==> config.mk <==
export PLATFORM = sky130hd
export DESIGN_NAME = ascii_radix_converter_core
export DESIGN_NICKNAME = d
export VERILOG_FILES = /design/src/rtl/core/arc_pkg.sv /design/src/rtl/core/ascii_radix_converter_core.sv /design/src/rtl/core/arc_dec_stack.sv
export SDC_FILE = /design/constraint.sdc
export NUM_CORES = 1
export LEC_CHECK = 0
export ABC_AREA = 1
export BUFFER_PORTS_ARGS = -buffer_cell sky130_fd_sc_hd__buf_2
export CAP_MARGIN = 30
export CORE_ASPECT_RATIO = 0.8
export CORE_MARGIN = 10
export CORE_UTILIZATION = 55
export DETAILED_ROUTE_END_ITERATION = 8
export PLACE_DENSITY = 0.74
export SETUP_SLACK_MARGIN = 0.1
export SKIP_LAST_GASP = 1
export SLEW_MARGIN = 10
export SYNTH_ARGS = -nofsm -noshare
export SYNTH_HDL_FRONTEND = slang
export SYNTH_HIERARCHICAL = 1
export SYNTH_SLANG_ARGS = --single-unit
==> constraint.sdc <==
create_clock -name clk -period 3.5 [get_ports clk]
set_input_delay 1.05 -clock clk [delete_from_list [all_inputs] [get_ports clk]]
set_output_delay 1.05 -clock clk [all_outputs]
set_load 0.005 [all_outputs]
==> src/rtl/core/arc_pkg.sv <==
`default_nettype none

package arc_pkg;

    // Base codes, shared by the input and output tuser fields.
    typedef logic [1:0] base_t;

    localparam base_t BASE_BIN       = 2'd0;
    localparam base_t BASE_DEC       = 2'd1;
    localparam base_t BASE_HEX       = 2'd2;
    // The spare code on the input behaves as hexadecimal.
    localparam base_t BASE_HEX_ALIAS = 2'd3;

    localparam logic [7:0] CHAR_ZERO  = 8'h30;  // '0'
    localparam logic [7:0] CHAR_NINE  = 8'h39;  // '9'
    localparam logic [7:0] CHAR_LO_A  = 8'h61;  // 'a'
    localparam logic [7:0] CHAR_LO_F  = 8'h66;  // 'f'
    localparam logic [7:0] CHAR_UP_A  = 8'h41;  // 'A'
    localparam logic [7:0] CHAR_UP_F  = 8'h46;  // 'F'
    localparam logic [7:0] DIGIT_TEN  = 8'd10;

    // Control from the sequencer to the decimal digit stack.
    typedef struct packed {
        logic       push;
        logic       pop;
        logic [3:0] digit;
    } stk_ctrl_t;

    // Value of one ASCII character in the given base; anything that is not
    // a digit of that base counts as zero. Base code three behaves as hex.
    function automatic logic [3:0] digit_of(input logic [7:0] c, input base_t base);
        logic [7:0] tmp;
        logic [3:0] d;
        tmp = 8'd0;
        d   = 4'd0;
        if (c >= CHAR_ZERO && c <= CHAR_NINE) begin
            tmp = c - CHAR_ZERO;
            d   = tmp[3:0];
            if (base == BASE_BIN && d > 4'd1) begin
                d = 4'd0;
            end
        end
        else if (base == BASE_HEX || base == BASE_HEX_ALIAS) begin
            if (c >= CHAR_LO_A && c <= CHAR_LO_F) begin
                tmp = c - CHAR_LO_A + DIGIT_TEN;
                d   = tmp[3:0];
            end
            else if (c >= CHAR_UP_A && c <= CHAR_UP_F) begin
                tmp = c - CHAR_UP_A + DIGIT_TEN;
                d   = tmp[3:0];
            end
        end
        return d;
    endfunction

    // ASCII form of a digit, lower case for ten and above.
    function automatic logic [7:0] ascii_of(input logic [3:0] d);
        logic [7:0] c;
        if (d < 4'd10) begin
            c = CHAR_ZERO + {4'b0000, d};
        end
        else begin
            c = CHAR_LO_A + {4'b0000, d} - DIGIT_TEN;
        end
        return c;
    endfunction

endpackage

`default_nettype wire

==> src/rtl/core/ascii_radix_converter_core.sv <==
// ASCII radix converter.
// The slave stream takes a numeral one character per transaction: tdata is
// the ASCII character, tuser its base (0 binary, 1 decimal, 2 hexadecimal;
// 3 counts as hexadecimal) and tlast marks the numeral's last character.
// Every character is folded into the running value by Horner's rule in the
// cycle it is accepted, so characters of a numeral go in one per cycle.
// After the last character the block emits the value in the other two
// bases on the master stream, one ASCII digit per transaction, most
// significant first and without leading zeros: tdata is the digit, tuser
// holds the base and a flag on the last digit of each representation, and
// tlast marks the last digit of the whole run.
// Each representation starts in a load state. Binary and hex digits then
// come off a shift register: a skip state drops the leading zeros and an
// emit state sends the digits. Decimal digits come from a bit-serial
// divide-by-ten loop that pushes each remainder onto a digit stack, least
// significant first; once the quotient is zero the stack is popped.
// No new character is accepted until the run has been handed to the output
// register; a stall on the master side simply holds the sequencer.
// Reset clears the running value, empties the output register and leaves
// the block ready for the first character.
`default_nettype none

module ascii_radix_converter_core #(
    parameter int VALUE_BITS = 32
) (
    input  wire logic              clk,
    input  wire logic              rst_n,
    // slave stream
    input  wire logic              s_axis_tvalid,
    output logic                   s_axis_tready,
    input  wire logic [7:0]        s_axis_tdata,   // [7:0] char_code
    input  wire arc_pkg::base_t    s_axis_tuser,   // [1:0] in_base
    input  wire logic              s_axis_tlast,   // final_char
    // master stream
    output logic                   m_axis_tvalid,
    input  wire logic              m_axis_tready,
    output logic [7:0]             m_axis_tdata,   // [7:0] out_char
    output logic [2:0]             m_axis_tuser,   // [1:0] out_base, [2] repr_end
    output logic                   m_axis_tlast    // run_end
);
    import arc_pkg::*;

    localparam int VB         = VALUE_BITS;
    localparam int HEX_DIGITS = (VB + 3) / 4;
    localparam int SW         = HEX_DIGITS * 4;
    localparam int CW         = $clog2(VB);
    // Decimal digits needed for a VB-bit value: floor(VB * log10(2)) + 1.
    localparam int DEC_DIGITS = (VB * 30103) / 100000 + 1;

    typedef enum logic [2:0] {
        ST_ACC,
        ST_LOAD,
        ST_SKIP,
        ST_EMIT,
        ST_DIV,
        ST_POP
    } state_t;

    state_t        state_reg,  state_next;
    logic [VB-1:0] acc_reg,    acc_next;
    logic [VB-1:0] val_reg,    val_next;
    logic [SW-1:0] sh_reg,     sh_next;
    logic [CW-1:0] cnt_reg,    cnt_next;
    logic [3:0]    rem_reg,    rem_next;
    logic          rep_reg,    rep_next;
    base_t         base_a_reg, base_a_next;
    base_t         base_b_reg, base_b_next;
    logic          ovalid_reg, ovalid_next;
    logic [7:0]    ochar_reg,  ochar_next;
    base_t         obase_reg,  obase_next;
    logic          orend_reg,  orend_next;
    logic          olast_reg,  olast_next;

    stk_ctrl_t     stk_ctrl;
    logic [3:0]    stk_top;
    logic          stk_last;

    base_t         cur_base;
    logic          out_free;
    logic          in_accept;
    logic [VB-1:0] horner;
    logic [3:0]    top_digit;
    logic [SW-1:0] shifted;
    logic [4:0]    div_trial;
    logic          div_ge;
    logic [4:0]    div_rem;
    logic [VB-1:0] div_quot;

    arc_dec_stack #(
        .DEPTH (DEC_DIGITS)
    ) u_stack (
        .clk   (clk),
        .rst_n (rst_n),
        .ctrl  (stk_ctrl),
        .top   (stk_top),
        .last  (stk_last)
    );

    assign cur_base  = rep_reg ? base_b_reg : base_a_reg;
    assign out_free  = !ovalid_reg || m_axis_tready;
    assign in_accept = s_axis_tvalid && s_axis_tready;

    // Horner step; the sums wrap at VB bits.
    always_comb
    begin
        priority if (s_axis_tuser == BASE_BIN) begin
            horner = (acc_reg << 1) + VB'(digit_of(s_axis_tdata, s_axis_tuser));
        end
        else if (s_axis_tuser == BASE_DEC) begin
            horner = (acc_reg << 3) + (acc_reg << 1)
                   + VB'(digit_of(s_axis_tdata, s_axis_tuser));
        end
        else begin
            horner = (acc_reg << 4) + VB'(digit_of(s_axis_tdata, s_axis_tuser));
        end
    end

    // Most significant digit still in the shift register, and the shift
    // that drops it.
    always_comb
    begin
        if (cur_base == BASE_BIN) begin
            top_digit = {3'b000, sh_reg[VB-1]};
            shifted   = sh_reg << 1;
        end
        else begin
            top_digit = sh_reg[SW-1 -: 4];
            shifted   = sh_reg << 4;
        end
    end

    // One step of restoring division by ten, quotient bits entering at the
    // bottom as the dividend leaves at the top.
    assign div_trial = {rem_reg, sh_reg[VB-1]};
    assign div_ge    = (div_trial >= 5'd10);
    assign div_rem   = div_ge ? (div_trial - 5'd10) : div_trial;
    assign div_quot  = {sh_reg[VB-2:0], div_ge};

    always_comb
    begin
        state_next  = state_reg;
        acc_next    = acc_reg;
        val_next    = val_reg;
        sh_next     = sh_reg;
        cnt_next    = cnt_reg;
        rem_next    = rem_reg;
        rep_next    = rep_reg;
        base_a_next = base_a_reg;
        base_b_next = base_b_reg;
        ovalid_next = ovalid_reg && !m_axis_tready;
        ochar_next  = ochar_reg;
        obase_next  = obase_reg;
        orend_next  = orend_reg;
        olast_next  = olast_reg;
        stk_ctrl    = '0;

        unique case (state_reg)
            ST_ACC:
            begin
                if (in_accept) begin
                    acc_next = horner;
                    if (s_axis_tlast) begin
                        val_next = horner;
                        acc_next = '0;
                        rep_next = 1'b0;
                        priority if (s_axis_tuser == BASE_BIN) begin
                            base_a_next = BASE_DEC;
                            base_b_next = BASE_HEX;
                        end
                        else if (s_axis_tuser == BASE_DEC) begin
                            base_a_next = BASE_HEX;
                            base_b_next = BASE_BIN;
                        end
                        else begin
                            base_a_next = BASE_DEC;
                            base_b_next = BASE_BIN;
                        end
                        state_next = ST_LOAD;
                    end
                end
            end

            ST_LOAD:
            begin
                sh_next  = SW'(val_reg);
                rem_next = 4'd0;
                priority if (cur_base == BASE_DEC) begin
                    cnt_next   = CW'(VB - 1);
                    state_next = ST_DIV;
                end
                else if (cur_base == BASE_HEX) begin
                    cnt_next   = CW'(HEX_DIGITS - 1);
                    state_next = ST_SKIP;
                end
                else begin
                    cnt_next   = CW'(VB - 1);
                    state_next = ST_SKIP;
                end
            end

            ST_SKIP:
            begin
                // Drop leading zeros, but always keep the last digit.
                if (top_digit == 4'd0 && cnt_reg != '0) begin
                    sh_next  = shifted;
                    cnt_next = cnt_reg - CW'(1);
                end
                else begin
                    state_next = ST_EMIT;
                end
            end

            ST_EMIT:
            begin
                if (out_free) begin
                    ovalid_next = 1'b1;
                    ochar_next  = ascii_of(top_digit);
                    obase_next  = cur_base;
                    orend_next  = (cnt_reg == '0);
                    olast_next  = (cnt_reg == '0) && rep_reg;
                    sh_next     = shifted;
                    cnt_next    = cnt_reg - CW'(1);
                    if (cnt_reg == '0) begin
                        rep_next   = 1'b1;
                        state_next = rep_reg ? ST_ACC : ST_LOAD;
                    end
                end
            end

            ST_DIV:
            begin
                sh_next  = SW'(div_quot);
                rem_next = div_rem[3:0];
                cnt_next = cnt_reg - CW'(1);
                if (cnt_reg == '0) begin
                    // Remainder is the next decimal digit, least significant
                    // first; carry on with the quotient until it is zero.
                    stk_ctrl.push  = 1'b1;
                    stk_ctrl.digit = div_rem[3:0];
                    rem_next       = 4'd0;
                    cnt_next       = CW'(VB - 1);
                    if (div_quot == '0) begin
                        state_next = ST_POP;
                    end
                end
            end

            ST_POP:
            begin
                if (out_free) begin
                    ovalid_next  = 1'b1;
                    ochar_next   = ascii_of(stk_top);
                    obase_next   = BASE_DEC;
                    orend_next   = stk_last;
                    olast_next   = stk_last && rep_reg;
                    stk_ctrl.pop = 1'b1;
                    if (stk_last) begin
                        rep_next   = 1'b1;
                        state_next = rep_reg ? ST_ACC : ST_LOAD;
                    end
                end
            end

            default:
            begin
                state_next = ST_ACC;
            end
        endcase
    end

    always_ff @(posedge clk or negedge rst_n)
    begin
        if (!rst_n) begin
            state_reg  <= ST_ACC;
            acc_reg    <= '0;
            rep_reg    <= 1'b0;
            ovalid_reg <= 1'b0;
        end
        else begin
            state_reg  <= state_next;
            acc_reg    <= acc_next;
            rep_reg    <= rep_next;
            ovalid_reg <= ovalid_next;
        end
    end

    always_ff @(posedge clk)
    begin
        val_reg    <= val_next;
        sh_reg     <= sh_next;
        cnt_reg    <= cnt_next;
        rem_reg    <= rem_next;
        base_a_reg <= base_a_next;
        base_b_reg <= base_b_next;
        ochar_reg  <= ochar_next;
        obase_reg  <= obase_next;
        orend_reg  <= orend_next;
        olast_reg  <= olast_next;
    end

    assign s_axis_tready = (state_reg == ST_ACC);
    assign m_axis_tvalid = ovalid_reg;
    assign m_axis_tdata  = ochar_reg;
    assign m_axis_tuser  = {orend_reg, obase_reg};
    assign m_axis_tlast  = olast_reg;

endmodule

`default_nettype wire

==> src/rtl/core/arc_dec_stack.sv <==
`default_nettype none

// Last-in first-out store for decimal digits, built as a 4-bit wide shift
// register: a push shifts everything up one digit, a pop shifts it back.
module arc_dec_stack #(
    parameter int DEPTH = 10
) (
    input  wire logic              clk,
    input  wire logic              rst_n,
    input  wire arc_pkg::stk_ctrl_t ctrl,
    output logic [3:0]             top,
    output logic                   last
);
    import arc_pkg::*;

    localparam int DW = DEPTH * 4;
    localparam int NW = $clog2(DEPTH + 1);

    logic [DW-1:0] data_reg;
    logic [DW-1:0] data_next;
    logic [NW-1:0] count_reg;
    logic [NW-1:0] count_next;

    always_comb
    begin
        data_next  = data_reg;
        count_next = count_reg;
        if (ctrl.push) begin
            data_next  = {data_reg[DW-5:0], ctrl.digit};
            count_next = count_reg + NW'(1);
        end
        else if (ctrl.pop) begin
            data_next  = {4'b0000, data_reg[DW-1:4]};
            count_next = count_reg - NW'(1);
        end
    end

    always_ff @(posedge clk)
    begin
        data_reg <= data_next;
    end

    always_ff @(posedge clk or negedge rst_n)
    begin
        if (!rst_n) begin
            count_reg <= '0;
        end
        else begin
            count_reg <= count_next;
        end
    end

    assign top  = data_reg[3:0];
    assign last = (count_reg == NW'(1));

endmodule

`default_nettype wire
# Word level (Yosys, flattened, before mapping)
# Index checks and enable logic that the tools add are counted.
totals:
  input_bits: 15
  wordCells: 173
  out_inout_bits: 14
  reg_bits: 169
classes:
  eq_ne: 21
  n_lt_le_gt_ge: 10
  n_addsub: 19
  n_reduce_logical: 32
  mux: 75
ops:
  columns: ["op", "n"]
  rows:
  - ["$mux W32", 5]
  - ["$pmux W32 S4", 1]
  - ["$add A32 B4 Y32", 3]
  - ["$mux W40", 2]
  - ["$mux W4", 17]
  - ["$add A32 B32 Y32", 1]
  - ["$logic_not A32 Y1", 1]
  - ["$mux W8", 4]
  - ["$mux W31", 1]
  - ["$mux W3", 10]
  - ["$mux W5", 5]
  - ["$pmux W5 S4", 1]
  - ["$pmux W3 S6", 1]
  - ["$mux W1", 17]
  - ["$add A7 B4 Y8 const A", 2]
  - ["$ge A8 B7 Y1 const B", 2]
  - ["$le A8 B7 Y1 const B", 2]
  - ["$ne A2 B2 Y1 const B", 8]
  - ["$pmux W8 S2", 1]
  - ["$sub A4 B1 Y4 const B", 4]
  - ["$sub A8 B4 Y8 const B", 2]
  - ["$add A6 B4 Y7 const A", 2]
  - ["$mux W2", 5]
  - ["$logic_and A1 B1 Y1", 9]
  - ["35 further kinds", 51]

# Longest topological paths before layout
logic_depth:
  word_depth: 12
  depth_mapped: 25

# Modules after synthesis
# The synthesis kept the hierarchy.
by_module_without_submodules:
  columns: ["mod", "area_per_inst_um2", "n_inst", "cells_per_inst"]
  rows:
  - ["ascii_radix_converter_core", 10117.2, 1, 1454]
  - ["arc_dec_stack", 1955.6, 1, 187]

# Worst setup path before layout
# No wires, ideal clock.
synth_path:
  kind: "register to register"
  startpoint: "reg rep_reg"
  endpoint: "reg cnt_reg[0] (enable)"
  path_slack_ns: -0.286
  arrival_time_ns: 3.342
  required_time_ns: 3.056
  n_path_buf: 1
  path_stages_with_launch: 11
  path_cell_list: "dfrtp_1 > mux2i_2 > nand2_2 > buf_2 > o21a_1 > inv_1 > ha_1 > nand2_1 > inv_1 > nand3_1 > a21oi_1"
synth_between:
  elab_chain_cells: 7
synth_lines:
  columns: ["element", "line", "source"]
  rows:
  - ["from (decl)", "ascii_radix_converter_core.sv:65", "logic rep_reg, rep_next;"]
  - ["from (signal assigned)", "ascii_radix_converter_core.sv:282", "rep_reg <= rep_next;"]
  - ["$mux W2", "ascii_radix_converter_core.sv:99", "assign cur_base = rep_reg ? base_b_reg : base_a_reg;"]
  - ["$logic_not A2 Y1", "ascii_radix_converter_core.sv:122", "if (cur_base == BASE_BIN) begin"]
  - ["$mux W4", "ascii_radix_converter_core.sv:122", null]
  - ["$logic_not A4 Y1", "ascii_radix_converter_core.sv:204", "if (top_digit == 4'd0 && cnt_reg != '0) begin"]
  - ["$logic_and A1 B1 Y1", "ascii_radix_converter_core.sv:204", null]
  - ["$ne A2 B2 Y1 (no source line)", null, null]
  - ["$reduce_and A3 Y1 (no source line)", null, null]
  - ["to (signal assigned)", "ascii_radix_converter_core.sv:291", "cnt_reg <= cnt_next;"]
  - ["to (decl)", "ascii_radix_converter_core.sv:63", "logic [CW-1:0] cnt_reg, cnt_next;"]
# Every way passes these cells.
# A chain may end at the register's enable or synchronous reset.

# Final worst setup path
layout_path:
  startpoint: "in s_axis_tdata[1]"
  endpoint: "reg val_reg[20] (data pin)"
layout_between:
  elab_chain_cells: 11
  elab_cells_between_ends: 31
  classes_between: "8 x add/sub; 7 x order compare; 12 x mux; 4 x reduce/logical"
layout_lines:
  columns: ["element", "line", "source"]
  rows:
  - ["from (decl)", "ascii_radix_converter_core.sv:31", "input wire logic [7:0] s_axis_tdata,"]
  - ["$sub A4 B1 Y4, or another cell as far along", "arc_pkg.sv:45, arc_pkg.sv:49", null]
  - ["$add A4 B4 Y4 or $logic_and A1 B1 Y1 (tied branches)", "arc_pkg.sv:45, arc_pkg.sv:49, arc_pkg.sv:48", null]
  - ["$mux W4", "arc_pkg.sv:48", "else if (c >= CHAR_UP_A && c <= CHAR_UP_F) begin"]
  - ["$mux W4", "arc_pkg.sv:44", "if (c >= CHAR_LO_A && c <= CHAR_LO_F) begin"]
  - ["$mux W4", "arc_pkg.sv:43", "else if (base == BASE_HEX || base == BASE_HEX_ALIAS) begin"]
  - ["$mux W4 *", "arc_pkg.sv:36", "if (c >= CHAR_ZERO && c <= CHAR_NINE) begin"]
  - ["$mux W4", "ascii_radix_converter_core.sv:109", "else if (s_axis_tuser == BASE_DEC) begin"]
  - ["$mux W4", "ascii_radix_converter_core.sv:106", "priority if (s_axis_tuser == BASE_BIN) begin"]
  - ["$add A32 B4 Y32, on equally long branches", "ascii_radix_converter_core.sv:114, ascii_radix_converter_core.sv:111", null]
  - ["$mux W32", "ascii_radix_converter_core.sv:109", null]
  - ["$mux W32 *", "ascii_radix_converter_core.sv:106", null]
  - ["named net horner[20]", "ascii_radix_converter_core.sv:81", "logic [VB-1:0] horner;"]
  - ["to (signal assigned)", "ascii_radix_converter_core.sv:289", "val_reg <= val_next;"]
  - ["to (decl)", "ascii_radix_converter_core.sv:61", "logic [VB-1:0] val_reg, val_next;"]
# Mark *: on every way through the listed nets, which the timed path passes. The rest lies on a longest branch. The select of a mux whose other input is x is not followed.

==> run_summary.xml <==
<?xml version="1.0" encoding="UTF-8"?>
<metrics>
  <group name="logic_synthesis">
    <metric name="syn-cell-area" unit="mm2">0.0121</metric>
    <metric name="synth-edff-count" unit="">127</metric>
    <metric name="syn_nets" unit="">1729</metric>
    <metric name="ys_seq_elements" unit="">167</metric>
    <metric name="async_s_r_ff_share_synth" unit="%">24.0</metric>
    <metric name="synthDominantCellAreaShare" unit="%">31.6</metric>
    <metric name="ys_seq_area_share" unit="%">39.9</metric>
    <metric name="dominantRegCellSynth" unit="">sky130_fd_sc_hd__edfxtp_1</metric>
    <metric name="syn_inst" unit="">1641</metric>
    <metric name="ys_types" unit="">52</metric>
    <metric name="synth.top_cells.by_area" unit="">sky130_fd_sc_hd__edfxtp_1 32%, sky130_fd_sc_hd__nand2_1 17%, sky130_fd_sc_hd__inv_1 8.4%, sky130_fd_sc_hd__dfrtp_1 8.3%, sky130_fd_sc_hd__ha_1 7.3%</metric>
    <metric name="synthDominantAreaCellType" unit="">sky130_fd_sc_hd__edfxtp_1</metric>
    <metric name="synthesis.yosys.warnings" unit="">6</metric>
    <metric name="synth_area_per_cell" unit="um2">7.36</metric>
  </group>
  <group name="critical_path">
    <metric name="critical_path_arrival" unit="ns">3.67</metric>
    <metric name="critical_path.startpoint_type" unit="">input pin</metric>
    <metric name="worstPathCellList" unit="">buf_12, inv_12, ha_4, nand3b_1, nand4_1, nand2_2, fa_2, inv_2, fa_2, inv_2, nand3_2, nand3b_1, nand2_1, nand3_1, nand3_1, and3_1</metric>
    <metric name="timing.critical_path.slowest_cell_delay" unit="ns">0.60</metric>
    <metric name="path_class" unit="">input pin to flop</metric>
    <metric name="worstPathMaxFanout" unit="">5</metric>
    <metric name="crit_path_top_delay_cell" unit="">sky130_fd_sc_hd__fa_2</metric>
    <metric name="worstPathRequired" unit="ns">3.68</metric>
    <metric name="endpoint_kind" unit="">flop</metric>
  </group>
  <group name="placement">
    <metric name="post-place-cells" unit="">1942</metric>
    <metric name="io_buffer_count" unit="">27</metric>
    <metric name="dp.final_hpwl" unit="mm">25.2</metric>
    <metric name="routabilityCongestion" unit="">1.01</metric>
    <metric name="dp_slack" unit="ns">-0.534</metric>
  </group>
  <group name="detailed_routing">
    <metric name="post_drt_wl_per_cell" unit="um">17.1</metric>
    <metric name="totalWireLength" unit="mm">33.9</metric>
    <metric name="drtIter0Drc" unit="">1060</metric>
    <metric name="route.vias.total" unit="">10900</metric>
    <metric name="drt_drc_violations_left" unit="">0</metric>
    <metric name="first_pass_iters" unit="">5</metric>
    <metric name="routed_via_density" unit="">5.52</metric>
    <metric name="ant_nets" unit="">0</metric>
  </group>
  <group name="cts">
    <metric name="max-clock-path-buffers" unit="">2</metric>
    <metric name="cts.clk_slew.worst_paths" unit="ns">0.06</metric>
    <metric name="cts_buffers" unit="">17</metric>
    <metric name="clock_sink_count" unit="">167</metric>
    <metric name="htree_levels" unit="">4</metric>
    <metric name="clock_latency" unit="ns">0.43</metric>
    <metric name="tritoncts" unit="">done</metric>
    <metric name="root_buffer" unit="">sky130_fd_sc_hd__clkbuf_16</metric>
  </group>
  <group name="timing">
    <metric name="timing.final.ws_setup" unit="ns">0.0169</metric>
    <metric name="timing_max_transition_violations_final" unit="">0</metric>
    <metric name="rsz0062_at_grt" unit="">yes</metric>
    <metric name="slew_at_the_pin_closest_to_its_max_slew_limit" unit="ns">0.887</metric>
    <metric name="report.final.hold_viol_count" unit="">0</metric>
    <metric name="period_needed" unit="ns">3.48</metric>
    <metric name="skew" unit="ns">0.00944</metric>
    <metric name="timing.slew.headroom" unit="%">40.6</metric>
    <metric name="setup-violations-final" unit="">0</metric>
    <metric name="timing.fmax" unit="GHz">0.287</metric>
    <metric name="finalCritPeriodShare" unit="%">99.5</metric>
  </group>
  <group name="finish">
    <metric name="drive_gt1_share" unit="%">14.2</metric>
    <metric name="final_nets" unit="">1783</metric>
    <metric name="largest_reg_flops" unit="">40</metric>
    <metric name="seqCellArea" unit="mm2">0.00481</metric>
    <metric name="area.growth.synth_to_final" unit="%">13.5</metric>
    <metric name="multiInputGateArea" unit="mm2">0.00640</metric>
    <metric name="num_antenna_cells" unit="">0</metric>
    <metric name="final_core_util" unit="%">63.5</metric>
    <metric name="layoutNonFillerInstCount" unit="">1982</metric>
    <metric name="fillers" unit="">1907</metric>
  </group>
  <group name="die">
    <metric name="floorplan.die_area" unit="mm2">0.0283</metric>
    <metric name="row_count" unit="">48</metric>
    <metric name="fp.dieW" unit="um">186</metric>
    <metric name="io_pins" unit="">29</metric>
    <metric name="start_util" unit="%">56.0</metric>
    <metric name="core_area" unit="mm2">0.0216</metric>
    <metric name="dieHeight" unit="um">153</metric>
  </group>
  <group name="grt">
    <metric name="grt_first_pass_wirelength" unit="mm">53.4</metric>
    <metric name="vias_in_the_first_global_route" unit="">9778</metric>
    <metric name="overflow" unit="">0</metric>
    <metric name="grt.total_usage" unit="%">23.8</metric>
    <metric name="maximum_number_of_pins_on_one_net_before_global_route_repair" unit="">45</metric>
    <metric name="initial_antenna_violation_count" unit="">0</metric>
  </group>
  <group name="power">
    <metric name="power_per_cell_area" unit="mW/mm2">682</metric>
    <metric name="vdd_ir_drop_max" unit="V">0.000465</metric>
    <metric name="total_leakage_power" unit="uW">0.00663</metric>
  </group>
  <group name="min_path">
    <metric name="holdCritPathClass" unit="">flop to flop</metric>
  </group>
  <group name="status">
    <metric name="outcome" unit="">completed</metric>
  </group>
  <group name="run">
    <metric name="drv_cap" unit="">0</metric>
  </group>
</metrics>
[what timing repair did]
item                                    in CTS  in global routing
pin swaps                                   12                 37
gates resized for setup                     14                 86
endpoints found under the setup margin      42                 54
cloned                                       0                  0
buffers inserted                             4                  5
hold buffers                                 0                  0
[final cells by class]
cell class | count | area share (%)
multi-input cells | 1151 | 46.8
well taps | 275 | 2.51
repair buffers | 80 | 4.22
clock buffers | 24 | 3.37
clock inverters | 7 | 0.256
inverters | 278 | 7.75
flip-flops and latches | 167 | 35.1
[kinds of logic (layout without fill, tap and decap cells)]
group / after synthesis / count (layout) / share of synthesized area, %
fa+ha+maj: 73 / 73 / 7.75
buf+inv: 323 / 389 / 10.6
other cells: 2 / 2 / 0.0622
simple gates: 861 / 861 / 30.4
xor+xnor: 19 / 19 / 1.38
mux: 1 / 1 / 0.114
flops: 167 / 167 / 39.9
compound gates: 195 / 195 / 9.87
[cells in the final DEF (no fill, tap or decap), types with 4 or more instances in the layout]
cell | synthesis | routed
sky130_fd_sc_hd__nor2_4 | 6 | 9
sky130_fd_sc_hd__clkbuf_1 | 18 | 6
sky130_fd_sc_hd__nor3_2 | 5 | 5
sky130_fd_sc_hd__ha_1 | 70 | 64
sky130_fd_sc_hd__xor2_1 | 13 | 12
sky130_fd_sc_hd__o21ai_1 | 5 | 12
sky130_fd_sc_hd__nor2_2 | 4 | 9
sky130_fd_sc_hd__nand3b_1 | 9 | 9
sky130_fd_sc_hd__nor4_1 | 4 | 4
sky130_fd_sc_hd__nor3_1 | 10 | 10
sky130_fd_sc_hd__clkinv_2 | 0 | 7
sky130_fd_sc_hd__buf_4 | 10 | 49
sky130_fd_sc_hd__nand3_1 | 100 | 78
sky130_fd_sc_hd__nand2_1 | 556 | 532
sky130_fd_sc_hd__o21ai_0 | 71 | 61
sky130_fd_sc_hd__dfrtp_1 | 40 | 40
sky130_fd_sc_hd__buf_6 | 1 | 4
sky130_fd_sc_hd__nand3_2 | 2 | 21
sky130_fd_sc_hd__o22ai_1 | 4 | 4
sky130_fd_sc_hd__xnor2_1 | 6 | 5
sky130_fd_sc_hd__nor2_1 | 115 | 107
sky130_fd_sc_hd__a21oi_2 | 5 | 8
sky130_fd_sc_hd__nand2_4 | 2 | 9
sky130_fd_sc_hd__edfxtp_1 | 127 | 127
sky130_fd_sc_hd__clkbuf_16 | 0 | 17
sky130_fd_sc_hd__inv_1 | 269 | 255
sky130_fd_sc_hd__o211ai_1 | 57 | 57
sky130_fd_sc_hd__nand2_2 | 10 | 27
sky130_fd_sc_hd__ha_4 | 0 | 6
sky130_fd_sc_hd__a21oi_1 | 39 | 34
sky130_fd_sc_hd__buf_2 | 16 | 25
sky130_fd_sc_hd__nand4_1 | 26 | 26
sky130_fd_sc_hd__inv_2 | 8 | 19
[critical path: cells and delay by family]
kind          cells  cell delay [ns]
fa+ha+maj         3             1.07
buf+inv           4             0.25
simple gates      9             1.27
[stage by stage]
step	TNS (ns)	hold slack, ns	cell area, um2	power [uW]
after global routing	-1.70	0.554	13700	10000
after floorplan	-0.0539	0.478	12200	6310
after CTS	0	0.530	13400	9230
after global placement	-17.93	0.501	12800	7420
final	0	0.523	13700	9340
after detailed placement	-20.46	0.514	12800	7520
[worst paths after layout]
| path | start | end | slack (ns) | cells past startpoint |
|---|---|---|---|---|
| max in group asynchronous | rst_n | acc_reg[23] | 2.39 | 2 |
| hold / removal | u_stack/data_reg[37] | u_stack/data_reg[33] | 0.52 | 2 |
| hold reg to reg | u_stack/data_reg[37] | u_stack/data_reg[33] | 0.52 | 2 |
| min in group asynchronous | rst_n | acc_reg[2] | 0.57 | 1 |
| setup / recovery | s_axis_tdata[1] | val_reg[20] | 0.02 | 16 |
| setup reg to reg | acc_reg[19] | val_reg[23] | 0.67 | 11 |
[synth_stat cells, types with 2 or more instances]
cell type                  count
sky130_fd_sc_hd__o211ai_1     57
sky130_fd_sc_hd__o21a_1        2
sky130_fd_sc_hd__conb_1        2
sky130_fd_sc_hd__nor2_1      115
sky130_fd_sc_hd__nor2_4        6
sky130_fd_sc_hd__a31oi_1       2
sky130_fd_sc_hd__buf_2        16
sky130_fd_sc_hd__nand2_1     556
sky130_fd_sc_hd__nand3b_1      9
sky130_fd_sc_hd__o21ai_1       5
sky130_fd_sc_hd__nand4_1      26
sky130_fd_sc_hd__or2_2         2
sky130_fd_sc_hd__nor3_2        5
sky130_fd_sc_hd__nor3_1       10
sky130_fd_sc_hd__o21ai_0      71
sky130_fd_sc_hd__nor2_2        4
sky130_fd_sc_hd__nand2_2      10
sky130_fd_sc_hd__fa_1          3
sky130_fd_sc_hd__buf_4        10
sky130_fd_sc_hd__xnor2_1       6
sky130_fd_sc_hd__a21oi_2       5
sky130_fd_sc_hd__nor4_1        4
sky130_fd_sc_hd__dfrtp_1      40
sky130_fd_sc_hd__or2_1         3
sky130_fd_sc_hd__xor2_1       13
sky130_fd_sc_hd__o22ai_1       4
sky130_fd_sc_hd__nand3_2       2
sky130_fd_sc_hd__nand2_4       2
sky130_fd_sc_hd__a21oi_1      39
sky130_fd_sc_hd__clkbuf_1     18
sky130_fd_sc_hd__and3_1        3
sky130_fd_sc_hd__inv_2         8
sky130_fd_sc_hd__ha_1         70
sky130_fd_sc_hd__nand3_1     100
sky130_fd_sc_hd__inv_1       269
sky130_fd_sc_hd__edfxtp_1    127
sky130_fd_sc_hd__o21bai_1      2
[where the power goes]
group	internal (uW)	switching [uW]	leakage, uW
registers	2970	654	0.00172
clock network	913	752	0.000251
logic	1370	2680	0.00466
total	5260	4080	0.00663
[per-layer routing]
layer	vias to the layer above	track usage [%]	part of all wire, %
li1	5440	-	-
met1	5014	36.7	47
met2	448	32.6	41
met3	43	4.12	9.3
met4	0	6.94	1.9
met5	-	0	0
Note: power is estimated with default switching activity, not from simulation.
